==> config.mk <==
export PLATFORM = sky130hd
export DESIGN_NAME = firmware_package_stream_splitter
export DESIGN_NICKNAME = d
export VERILOG_FILES = /design/src/rtl/core/fps_pkg.sv /design/src/rtl/core/firmware_package_stream_splitter.sv /design/src/rtl/core/fps_front.sv /design/src/rtl/core/fps_fifo.sv
export SDC_FILE = /design/constraint.sdc
export NUM_CORES = 1
export LEC_CHECK = 0
export ABC_CLOCK_PERIOD_IN_PS = 8990
export BUFFER_PORTS_ARGS = -buffer_cell sky130_fd_sc_hd__buf_4
export CORE_ASPECT_RATIO = 0.7
export CORE_UTILIZATION = 35
export DETAILED_ROUTE_END_ITERATION = 12
export GPL_ROUTABILITY_DRIVEN = 0
export GPL_TIMING_DRIVEN = 0
export SETUP_SLACK_MARGIN = 0.4
export SYNTH_ARGS = -nofsm -noshare
export SYNTH_HDL_FRONTEND = slang
export SYNTH_HIERARCHICAL = 1
export SYNTH_SLANG_ARGS = --single-unit
==> constraint.sdc <==
create_clock -name i_clk -period 8.99 [get_ports i_clk]
set_input_delay 0 -clock i_clk [delete_from_list [all_inputs] [get_ports i_clk]]
set_output_delay 0 -clock i_clk [all_outputs]
set_load 0.03 [all_outputs]
==> src/rtl/core/fps_pkg.sv <==
package fps_pkg;

    // register map, index taken from paddr[3:2]
    localparam int REG_IDX_W = 2;
    localparam logic [REG_IDX_W-1:0] REG_IDENT  = 2'd0;
    localparam logic [REG_IDX_W-1:0] REG_FOOTER = 2'd1;
    localparam logic [REG_IDX_W-1:0] REG_MAC    = 2'd2;

    // reset values: identifier is "4649", first character in the low byte
    localparam logic [31:0] IDENT_RESET  = 32'h3934_3634;
    localparam logic [7:0]  FOOTER_RESET = 8'h20;
    localparam logic [7:0]  MAC_RESET    = 8'h20;

    // status codes
    localparam logic [1:0] ERR_NONE  = 2'd0;
    localparam logic [1:0] ERR_IDENT = 2'd1;
    localparam logic [1:0] ERR_SEQ   = 2'd2;
    localparam logic [1:0] ERR_VER   = 2'd3;

    // segment header layout
    localparam logic [4:0] HDR_LEN      = 5'd16;
    localparam logic [4:0] HDR_IDX_LEN  = 5'd4;
    localparam logic [4:0] HDR_IDX_CUR  = 5'd8;
    localparam logic [4:0] HDR_IDX_TOT  = 5'd10;
    localparam logic [4:0] HDR_IDX_END  = 5'd12;
    localparam logic [4:0] HDR_IDX_MAC  = 5'd13;
    localparam logic [4:0] HDR_IDX_PRE  = 5'd14;
    localparam logic [4:0] HDR_IDX_LAST = 5'd15;

    // version digits occupy stream positions 48..63
    localparam int VER_FIRST = 48;
    localparam int VER_LAST  = 63;
    localparam logic [7:0] ASCII_0 = 8'h30;
    localparam logic [7:0] ASCII_9 = 8'h39;

    localparam int OUT_SIZE_W = 40;

    localparam int FIFO_DEPTH = 4;
    localparam int FIFO_PTR_W = 2;
    localparam int FIFO_CNT_W = 3;

    typedef struct packed {
        logic [31:0] ident;
        logic [7:0]  footer;
        logic [7:0]  mac_ext;
    } t_cfg;

    typedef struct packed {
        logic [7:0]            data_out;
        logic                  to_info_file;
        logic [1:0]            status;
        logic                  is_version_char;
        logic                  headers_done;
        logic [OUT_SIZE_W-1:0] package_size;
    } t_result;

endpackage

==> src/rtl/core/firmware_package_stream_splitter.sv <==
// firmware package stream splitter
//
// input channel: one package byte per beat on i_data_byte, taken when push
//   is high and full is low. every beat yields exactly one result beat
// result channel: while empty is low the oldest result sits on the o_ ports
//   (byte, destination, status, version flag, headers done, package size);
//   it is taken when pop is high and empty is low
// config: apb-style port, registers at byte address 0 (identifier),
//   4 (footer length), 8 (mac extension length); pready is tied high,
//   writes land on the access cycle, reads return the register value
// result path: the front is combinational, the result queue is the only
//   register; from an empty queue, empty goes low in the cycle after push
// throughput: one byte per cycle while full is low; the parser updates all
//   its counters for each byte as it is taken, so push can stay high
// stalls: a four-beat result queue sits between the parser and the result
//   ports; when pop stays low it fills and full rises, holding off push
// reset: i_rst_n is synchronous, active low; it clears the queue, the parser
//   state except r_len16, and sticky error; loads default register values
module firmware_package_stream_splitter #(
    parameter int SIZE_BITS = 40
) (
    input  logic        i_clk,
    input  logic        i_rst_n,

    input  logic        push,
    output logic        full,
    input  logic [7:0]  i_data_byte,

    output logic        empty,
    input  logic        pop,
    output logic [7:0]  o_data_out,
    output logic        o_to_info_file,
    output logic [1:0]  o_status,
    output logic        o_is_version_char,
    output logic        o_headers_done,
    output logic [39:0] o_package_size,

    input  logic        psel,
    input  logic        penable,
    input  logic        pwrite,
    input  logic [3:0]  paddr,
    input  logic [31:0] pwdata,
    output logic [31:0] prdata,
    output logic        pready
);

    fps_pkg::t_cfg    r_cfg;
    fps_pkg::t_result front_result;
    fps_pkg::t_result head;

    logic                            in_accept;
    logic                            cfg_wr;
    logic [fps_pkg::REG_IDX_W-1:0]   reg_idx;

    assign pready    = 1'b1;
    assign reg_idx   = paddr[3:2];
    assign cfg_wr    = psel && penable && pwrite && pready;
    assign in_accept = push && !full;

    // register file; user must write only between packages, not enforced
    always_ff @(posedge i_clk) begin
        if (!i_rst_n) begin
            r_cfg.ident   <= fps_pkg::IDENT_RESET;
            r_cfg.footer  <= fps_pkg::FOOTER_RESET;
            r_cfg.mac_ext <= fps_pkg::MAC_RESET;
        end else if (cfg_wr) begin
            unique case (reg_idx)
                fps_pkg::REG_IDENT:  r_cfg.ident   <= pwdata;
                fps_pkg::REG_FOOTER: r_cfg.footer  <= pwdata[7:0];
                fps_pkg::REG_MAC:    r_cfg.mac_ext <= pwdata[7:0];
                default: begin
                end
            endcase
        end
    end

    always_comb begin
        unique case (reg_idx)
            fps_pkg::REG_IDENT:  prdata = r_cfg.ident;
            fps_pkg::REG_FOOTER: prdata = {24'd0, r_cfg.footer};
            fps_pkg::REG_MAC:    prdata = {24'd0, r_cfg.mac_ext};
            default:             prdata = 32'd0;
        endcase
    end

    // front: header parse, skip counting, routing and error tracking per beat
    fps_front #(
        .SIZE_BITS (SIZE_BITS)
    ) u_front (
        .i_clk    (i_clk),
        .i_rst_n  (i_rst_n),
        .i_accept (in_accept),
        .i_byte   (i_data_byte),
        .i_cfg    (r_cfg),
        .o_result (front_result)
    );

    // back: result queue decouples the parser from the consumer
    fps_fifo u_fifo (
        .i_clk   (i_clk),
        .i_rst_n (i_rst_n),
        .i_wr    (in_accept),
        .i_wdata (front_result),
        .i_rd    (pop),
        .o_rdata (head),
        .o_full  (full),
        .o_empty (empty)
    );

    assign o_data_out        = head.data_out;
    assign o_to_info_file    = head.to_info_file;
    assign o_status          = head.status;
    assign o_is_version_char = head.is_version_char;
    assign o_headers_done    = head.headers_done;
    assign o_package_size    = head.package_size;

endmodule

==> src/rtl/core/fps_front.sv <==
module fps_front #(
    parameter int SIZE_BITS = 40
) (
    input  logic             i_clk,
    input  logic             i_rst_n,
    input  logic             i_accept,
    input  logic [7:0]       i_byte,
    input  fps_pkg::t_cfg    i_cfg,
    output fps_pkg::t_result o_result
);

    localparam int SW   = SIZE_BITS;
    localparam int SUMW = SIZE_BITS + 3;
    localparam int OW   = fps_pkg::OUT_SIZE_W;
    localparam int WW   = (SW > OW) ? SW : OW;
    localparam logic [SW-1:0] SIZE_MAX = {SW{1'b1}};
    localparam logic [OW-1:0] OUT_MAX  = {OW{1'b1}};

    logic [33:0]   r_skip, n_skip;
    logic [4:0]    r_idx, n_idx;
    logic [31:0]   r_ident, n_ident;
    logic [31:0]   r_length, n_length;
    logic [15:0]   r_cur, n_cur;
    logic [15:0]   r_tot, n_tot;
    logic          r_mac, n_mac;
    logic [32:0]   r_len16, n_len16;
    logic [15:0]   r_seen, n_seen;
    logic          r_all, n_all;
    logic [SW-1:0] r_pt, n_pt;
    logic [SW-1:0] r_pos, n_pos;
    logic          r_info, n_info;
    logic [1:0]    r_err, n_err;

    logic          hdr_active;
    logic          is_ver;
    logic          is_digit;
    logic [SW-1:0] pt_inc;
    logic [8:0]    foot_sum;
    logic [33:0]   skip_full;
    logic [SUMW-1:0] sum_full;
    logic [SW-1:0] pt_full;
    logic [WW-1:0] pt_wide;

    // identifier compare, ends early where both bytes are zero
    function automatic logic ident_ok(input logic [31:0] exp_id, input logic [31:0] got_id);
        logic ok;
        logic stop;
        ok   = 1'b1;
        stop = 1'b0;
        for (int k = 0; k < 4; k++) begin
            if (!stop) begin
                if (exp_id[8*k +: 8] != got_id[8*k +: 8]) begin
                    ok   = 1'b0;
                    stop = 1'b1;
                end else if (exp_id[8*k +: 8] == 8'd0) begin
                    stop = 1'b1;
                end
            end
        end
        return ok;
    endfunction

    assign hdr_active = (r_err == fps_pkg::ERR_NONE) && !r_all;
    assign is_ver     = (r_pos >= SW'(fps_pkg::VER_FIRST)) && (r_pos <= SW'(fps_pkg::VER_LAST));
    assign is_digit   = (i_byte >= fps_pkg::ASCII_0) && (i_byte <= fps_pkg::ASCII_9);
    assign pt_inc     = (r_pt == SIZE_MAX) ? r_pt : r_pt + SW'(1);

    // segment skip and new total: 16 + length is prepared one byte earlier
    assign foot_sum  = {1'b0, i_cfg.footer} + (r_mac ? {1'b0, i_cfg.mac_ext} : 9'd0);
    assign skip_full = {1'b0, r_len16} + 34'(foot_sum);
    assign sum_full  = SUMW'(r_pt) + SUMW'(skip_full) + SUMW'(1);
    assign pt_full   = (sum_full > SUMW'(SIZE_MAX)) ? SIZE_MAX : sum_full[SW-1:0];

    always_comb begin
        n_skip   = r_skip;
        n_idx    = r_idx;
        n_ident  = r_ident;
        n_length = r_length;
        n_cur    = r_cur;
        n_tot    = r_tot;
        n_mac    = r_mac;
        n_len16  = r_len16;
        n_seen   = r_seen;
        n_all    = r_all;
        n_pt     = r_pt;
        n_err    = r_err;
        n_info   = r_info;
        n_pos    = (r_pos == SIZE_MAX) ? r_pos : r_pos + SW'(1);

        if (hdr_active) begin
            if (r_skip != 34'd0) begin
                n_skip = r_skip - 34'd1;
            end else begin
                n_pt  = pt_inc;
                n_idx = r_idx + 5'd1;
                if (r_idx < fps_pkg::HDR_IDX_LEN) begin
                    n_ident[{r_idx[1:0], 3'b000} +: 8] = i_byte;
                end else if (r_idx < fps_pkg::HDR_IDX_CUR) begin
                    n_length[{r_idx[1:0], 3'b000} +: 8] = i_byte;
                end else if (r_idx < fps_pkg::HDR_IDX_TOT) begin
                    n_cur[{r_idx[0], 3'b000} +: 8] = i_byte;
                end else if (r_idx < fps_pkg::HDR_IDX_END) begin
                    n_tot[{r_idx[0], 3'b000} +: 8] = i_byte;
                end else if (r_idx == fps_pkg::HDR_IDX_MAC) begin
                    n_mac = i_byte[0];
                end else if (r_idx == fps_pkg::HDR_IDX_PRE) begin
                    n_len16 = 33'(r_length) + 33'(fps_pkg::HDR_LEN);
                end else if (r_idx == fps_pkg::HDR_IDX_LAST) begin
                    if (!ident_ok(i_cfg.ident, r_ident)) begin
                        n_err = fps_pkg::ERR_IDENT;
                    end else if ({1'b0, r_cur} != ({1'b0, r_seen} + 17'd1)) begin
                        n_err = fps_pkg::ERR_SEQ;
                    end else begin
                        n_seen = r_seen + 16'd1;
                        n_all  = (r_cur == r_tot);
                        n_skip = skip_full;
                        n_pt   = pt_full;
                        n_idx  = 5'd0;
                    end
                end
            end
        end

        if ((n_err == fps_pkg::ERR_NONE) && is_ver && !is_digit) begin
            n_err = fps_pkg::ERR_VER;
        end

        if (!r_info && (r_pos >= n_pt)) begin
            n_info = 1'b1;
        end
    end

    always_ff @(posedge i_clk) begin
        if (!i_rst_n) begin
            r_skip   <= '0;
            r_idx    <= '0;
            r_ident  <= '0;
            r_length <= '0;
            r_cur    <= '0;
            r_tot    <= '0;
            r_mac    <= 1'b0;
            r_seen   <= '0;
            r_all    <= 1'b0;
            r_pt     <= '0;
            r_pos    <= '0;
            r_info   <= 1'b0;
            r_err    <= fps_pkg::ERR_NONE;
        end else if (i_accept) begin
            r_skip   <= n_skip;
            r_idx    <= n_idx;
            r_ident  <= n_ident;
            r_length <= n_length;
            r_cur    <= n_cur;
            r_tot    <= n_tot;
            r_mac    <= n_mac;
            r_seen   <= n_seen;
            r_all    <= n_all;
            r_pt     <= n_pt;
            r_pos    <= n_pos;
            r_info   <= n_info;
            r_err    <= n_err;
        end
    end

    always_ff @(posedge i_clk) begin
        if (i_accept) begin
            r_len16 <= n_len16;
        end
    end

    assign pt_wide = WW'(n_pt);

    always_comb begin
        o_result.data_out        = i_byte;
        o_result.to_info_file    = n_info;
        o_result.status          = n_err;
        o_result.is_version_char = is_ver;
        o_result.headers_done    = n_all;
        o_result.package_size    = (pt_wide > WW'(OUT_MAX)) ? OUT_MAX : pt_wide[OW-1:0];
    end

endmodule

==> src/rtl/core/fps_fifo.sv <==
module fps_fifo (
    input  logic             i_clk,
    input  logic             i_rst_n,
    input  logic             i_wr,
    input  fps_pkg::t_result i_wdata,
    input  logic             i_rd,
    output fps_pkg::t_result o_rdata,
    output logic             o_full,
    output logic             o_empty
);

    fps_pkg::t_result r_mem [fps_pkg::FIFO_DEPTH];

    logic [fps_pkg::FIFO_PTR_W-1:0] r_wr_ptr;
    logic [fps_pkg::FIFO_PTR_W-1:0] r_rd_ptr;
    logic [fps_pkg::FIFO_CNT_W-1:0] r_count;
    logic                           wr_en;
    logic                           rd_en;

    assign o_full  = (r_count == fps_pkg::FIFO_CNT_W'(fps_pkg::FIFO_DEPTH));
    assign o_empty = (r_count == '0);
    assign wr_en   = i_wr && !o_full;
    assign rd_en   = i_rd && !o_empty;
    assign o_rdata = r_mem[r_rd_ptr];

    always_ff @(posedge i_clk) begin
        if (wr_en) begin
            r_mem[r_wr_ptr] <= i_wdata;
        end
    end

    always_ff @(posedge i_clk) begin
        if (!i_rst_n) begin
            r_wr_ptr <= '0;
            r_rd_ptr <= '0;
            r_count  <= '0;
        end else begin
            if (wr_en) begin
                r_wr_ptr <= r_wr_ptr + fps_pkg::FIFO_PTR_W'(1);
            end
            if (rd_en) begin
                r_rd_ptr <= r_rd_ptr + fps_pkg::FIFO_PTR_W'(1);
            end
            if (wr_en && !rd_en) begin
                r_count <= r_count + fps_pkg::FIFO_CNT_W'(1);
            end else if (rd_en && !wr_en) begin
                r_count <= r_count - fps_pkg::FIFO_CNT_W'(1);
            end
        end
    end

endmodule
==> results.cfg <==
[sta]
setup-tns-final_ns = 0
fin_crit_sh = 0.925
clock.fmax_mhz = 120
final-hold-violation-count = 0
tightest_slew_ns = 1.40
setup_viol = 0
rsz0062_at_grt = no
skew_ns = 0.0378
fin_crit_ns = 8.32
slew_viol_final = 0
setup_ws_ns = 0.675
finalHoldWorstSlack_ns = 0.159
relSlewSlack = 0.0563

[place]
dpl_cell_area_mm2 = 0.0320
place_inst = 4298
dp_hpwl_mm = 69.3
place.port_buffers = 133
place_worst_setup_slack_ns = -1.13

[power]
p_leak_nw = 12.5
p_per_area_mw_per_mm2 = 236
ir_worst_vdd_mv = 0.187
power.total_mw = 8.19

[final_layout]
antenna_cells = 0
final_cell_mix = 377 x nand2_1, 292 x dfxtp_1, 245 x edfxtp_1, 209 x a21oi_1, 185 x nor2_1
fin_util = 0.417
area_growth_pct = 17.2
fin_nets = 3465
drive_above_1_share = 0.117
fill_cells = 8079
final_common_cell = nand2_1
fin_cells = 4474
fin_area_mm2 = 0.0347

[setup_path]
r2r_slack_ns = 0.67
cp-start-kind = flip-flop
crit_fanout = 10
slowest_stage = a2111oi_4
arrival_ns = 8.70
slowest_delay_ns = 0.51
end_kind = flip-flop
path_class = reg2reg
required_ns = 9.37

[logic_synthesis]
synth-seq-cells = 538
synth-main-ff-cell = dfxtp_1
synth.top_cell.area_share = 0.249
synth_area_mm2 = 0.0296
yosysSeqAreaShare = 0.447
synth_cells = 3039
synth-async-reset-ratio = 0
syn-num-nets = 3202
yosys_warnings = 6
ys_types = 91
synth_edf_count = 245
synth_area_per_cell_um2 = 9.73
synth_top_area_cell = edfxtp_1
synthTopCellsByArea = edfxtp_1 25%, dfxtp_1 20%, nand2_1 4.8%

[global_routing]
grt_util_all_layers = 0.212
first_global_vias = 22700
grt_max_degree = 54
overflow = 0
grt_pass1_wl_mm = 140
antenna_found_initial = 2

[floorplan]
std_cell_rows = 88
dieWidth_um = 349
die_y_um = 245
die_area_mm2 = 0.0856
core_mm2 = 0.0830
boundaryPins = 139
start_util = 0.356

[route]
drc = 0
antenna_left = 0
vias = 25000
drt-vias-per-instance = 5.58
drt_wl_total_mm = 93.7
wl_per_cell_um = 20.9
first_iter_violations = 3073
drt_pass1_iterations = 6

[clock_tree]
clkSinkCount = 538
cts_root_buffer = clkbuf_16
cts_buffer_depth = 3
cts_buffers = 56
clk_pin_slew_ns = 0.06
insertion_delay_ns = 0.64
htree_levels = 2
cts_tree = yes

[run]
drv_cap = 0

[min_path]
hold_path_class = in2reg

[outcome]
outcome = completed
-- area by class of cell --
| class | instances | area (um^2) | area share |
|---|---|---|---|
| plain buffers | 172 | 840 | 0.0242 |
| clock buffers | 76 | 1530 | 0.0441 |
| clock inverters | 29 | 304 | 0.00877 |
| inverters | 68 | 255 | 0.00736 |
| multi-input cells | 2261 | 15400 | 0.443 |
| flip-flops and latches | 538 | 13200 | 0.382 |
| well taps | 1125 | 1410 | 0.0406 |
| repair buffers | 205 | 1730 | 0.0499 |
-- sequential cells by signal, summed over array words and instances (netlist names), named ones only --
register and count:
u_front/r_pt 40, u_front/r_seen 16, u_fifo/r_count 3, u_front/r_ident 32, u_fifo/r_rd_ptr 2, u_fifo/r_mem 212
u_front/r_info 1, u_front/r_length 32, u_front/r_cur 16, u_front/r_len16 33, u_front/r_all 1, u_fifo/r_wr_ptr 2
r_cfg 48, u_front/r_skip 34, u_front/r_err 2, u_front/r_idx 5, u_front/r_mac 1, u_front/r_tot 16
u_front/r_pos 40
-- Yosys cell counts (73+ instances only) --
cell	instances
nand2_1	379
dfxtp_1	293
edfxtp_1	245
a21oi_1	210
nor2_1	188
nand3_1	162
o21ai_0	150
xnor2_1	138
clkbuf_1	123
ha_1	101
xor2_1	93
mux2i_1	76
nor3_1	73
-- where the power goes --
group | switching, mW | total, mW | leakage, nW | internal (mW)
registers | 0.133 | 2.96 | 4.75 | 2.83
clock network | 1.02 | 2.36 | 0.886 | 1.34
logic | 1.91 | 2.87 | 6.86 | 0.960
total | 3.06 | 8.19 | 12.5 | 5.13
-- what timing repair did --
item                       in CTS  in global routing
hold buffers                   68                  0
resized for setup              11                 21
pin swaps                       0                  3
buffers inserted                0                  3
setup endpoints to repair       5                  5
hold endpoints to repair      107                  0
-- critical path: cells and delay by family, from the launching register on --
family                     cells  cell delay [ns]
AOI/OAI and AO/OA             13             2.83
and+or+nand+nor               11             2.21
adders and majority gates      5             1.70
buffers and inverters          5             0.77
DFF                            1             0.44
xor gates and xnor gates       1             0.10
-- logic make-up (layout without fill, tap and decap cells) --
| family | after synthesis | in the layout | share of synthesized area |
|---|---|---|---|
| AND/OR/NAND/NOR | 1152 | 1152 | 0.195 |
| flip-flops | 538 | 538 | 0.447 |
| AO/OA/AOI/OAI | 634 | 634 | 0.136 |
| other | 1 | 1 | 0.000127 |
| XOR/XNOR | 231 | 231 | 0.0684 |
| buffers and inverters | 240 | 550 | 0.0368 |
| adder cells (fa/ha/maj) | 112 | 112 | 0.0502 |
| multiplexers | 131 | 131 | 0.0669 |
-- metal layers --
layer  global-route usage  vias to the layer above  part of all wire
met5              0.00737                        -           0.00097
met4               0.0458                        2             0.018
met3               0.0512                      148              0.10
met2                0.291                     1141              0.40
met1                0.329                    12000              0.48
li1                     -                    11700                 -
-- final timing paths --
| check | startpoint | endpoint | depth (start not counted) |
|---|---|---|---|
| max | u_front/r_mac | u_fifo/r_mem[1][44] | 35 |
| min | push | u_fifo/r_wr_ptr[1] | 5 |
| max reg2reg | u_front/r_mac | u_fifo/r_mem[1][44] | 35 |
| min reg2reg | u_front/r_length[0] | u_front/r_len16[0] | 0 |
No activity file was read; power rests on OpenSTA's default activity.
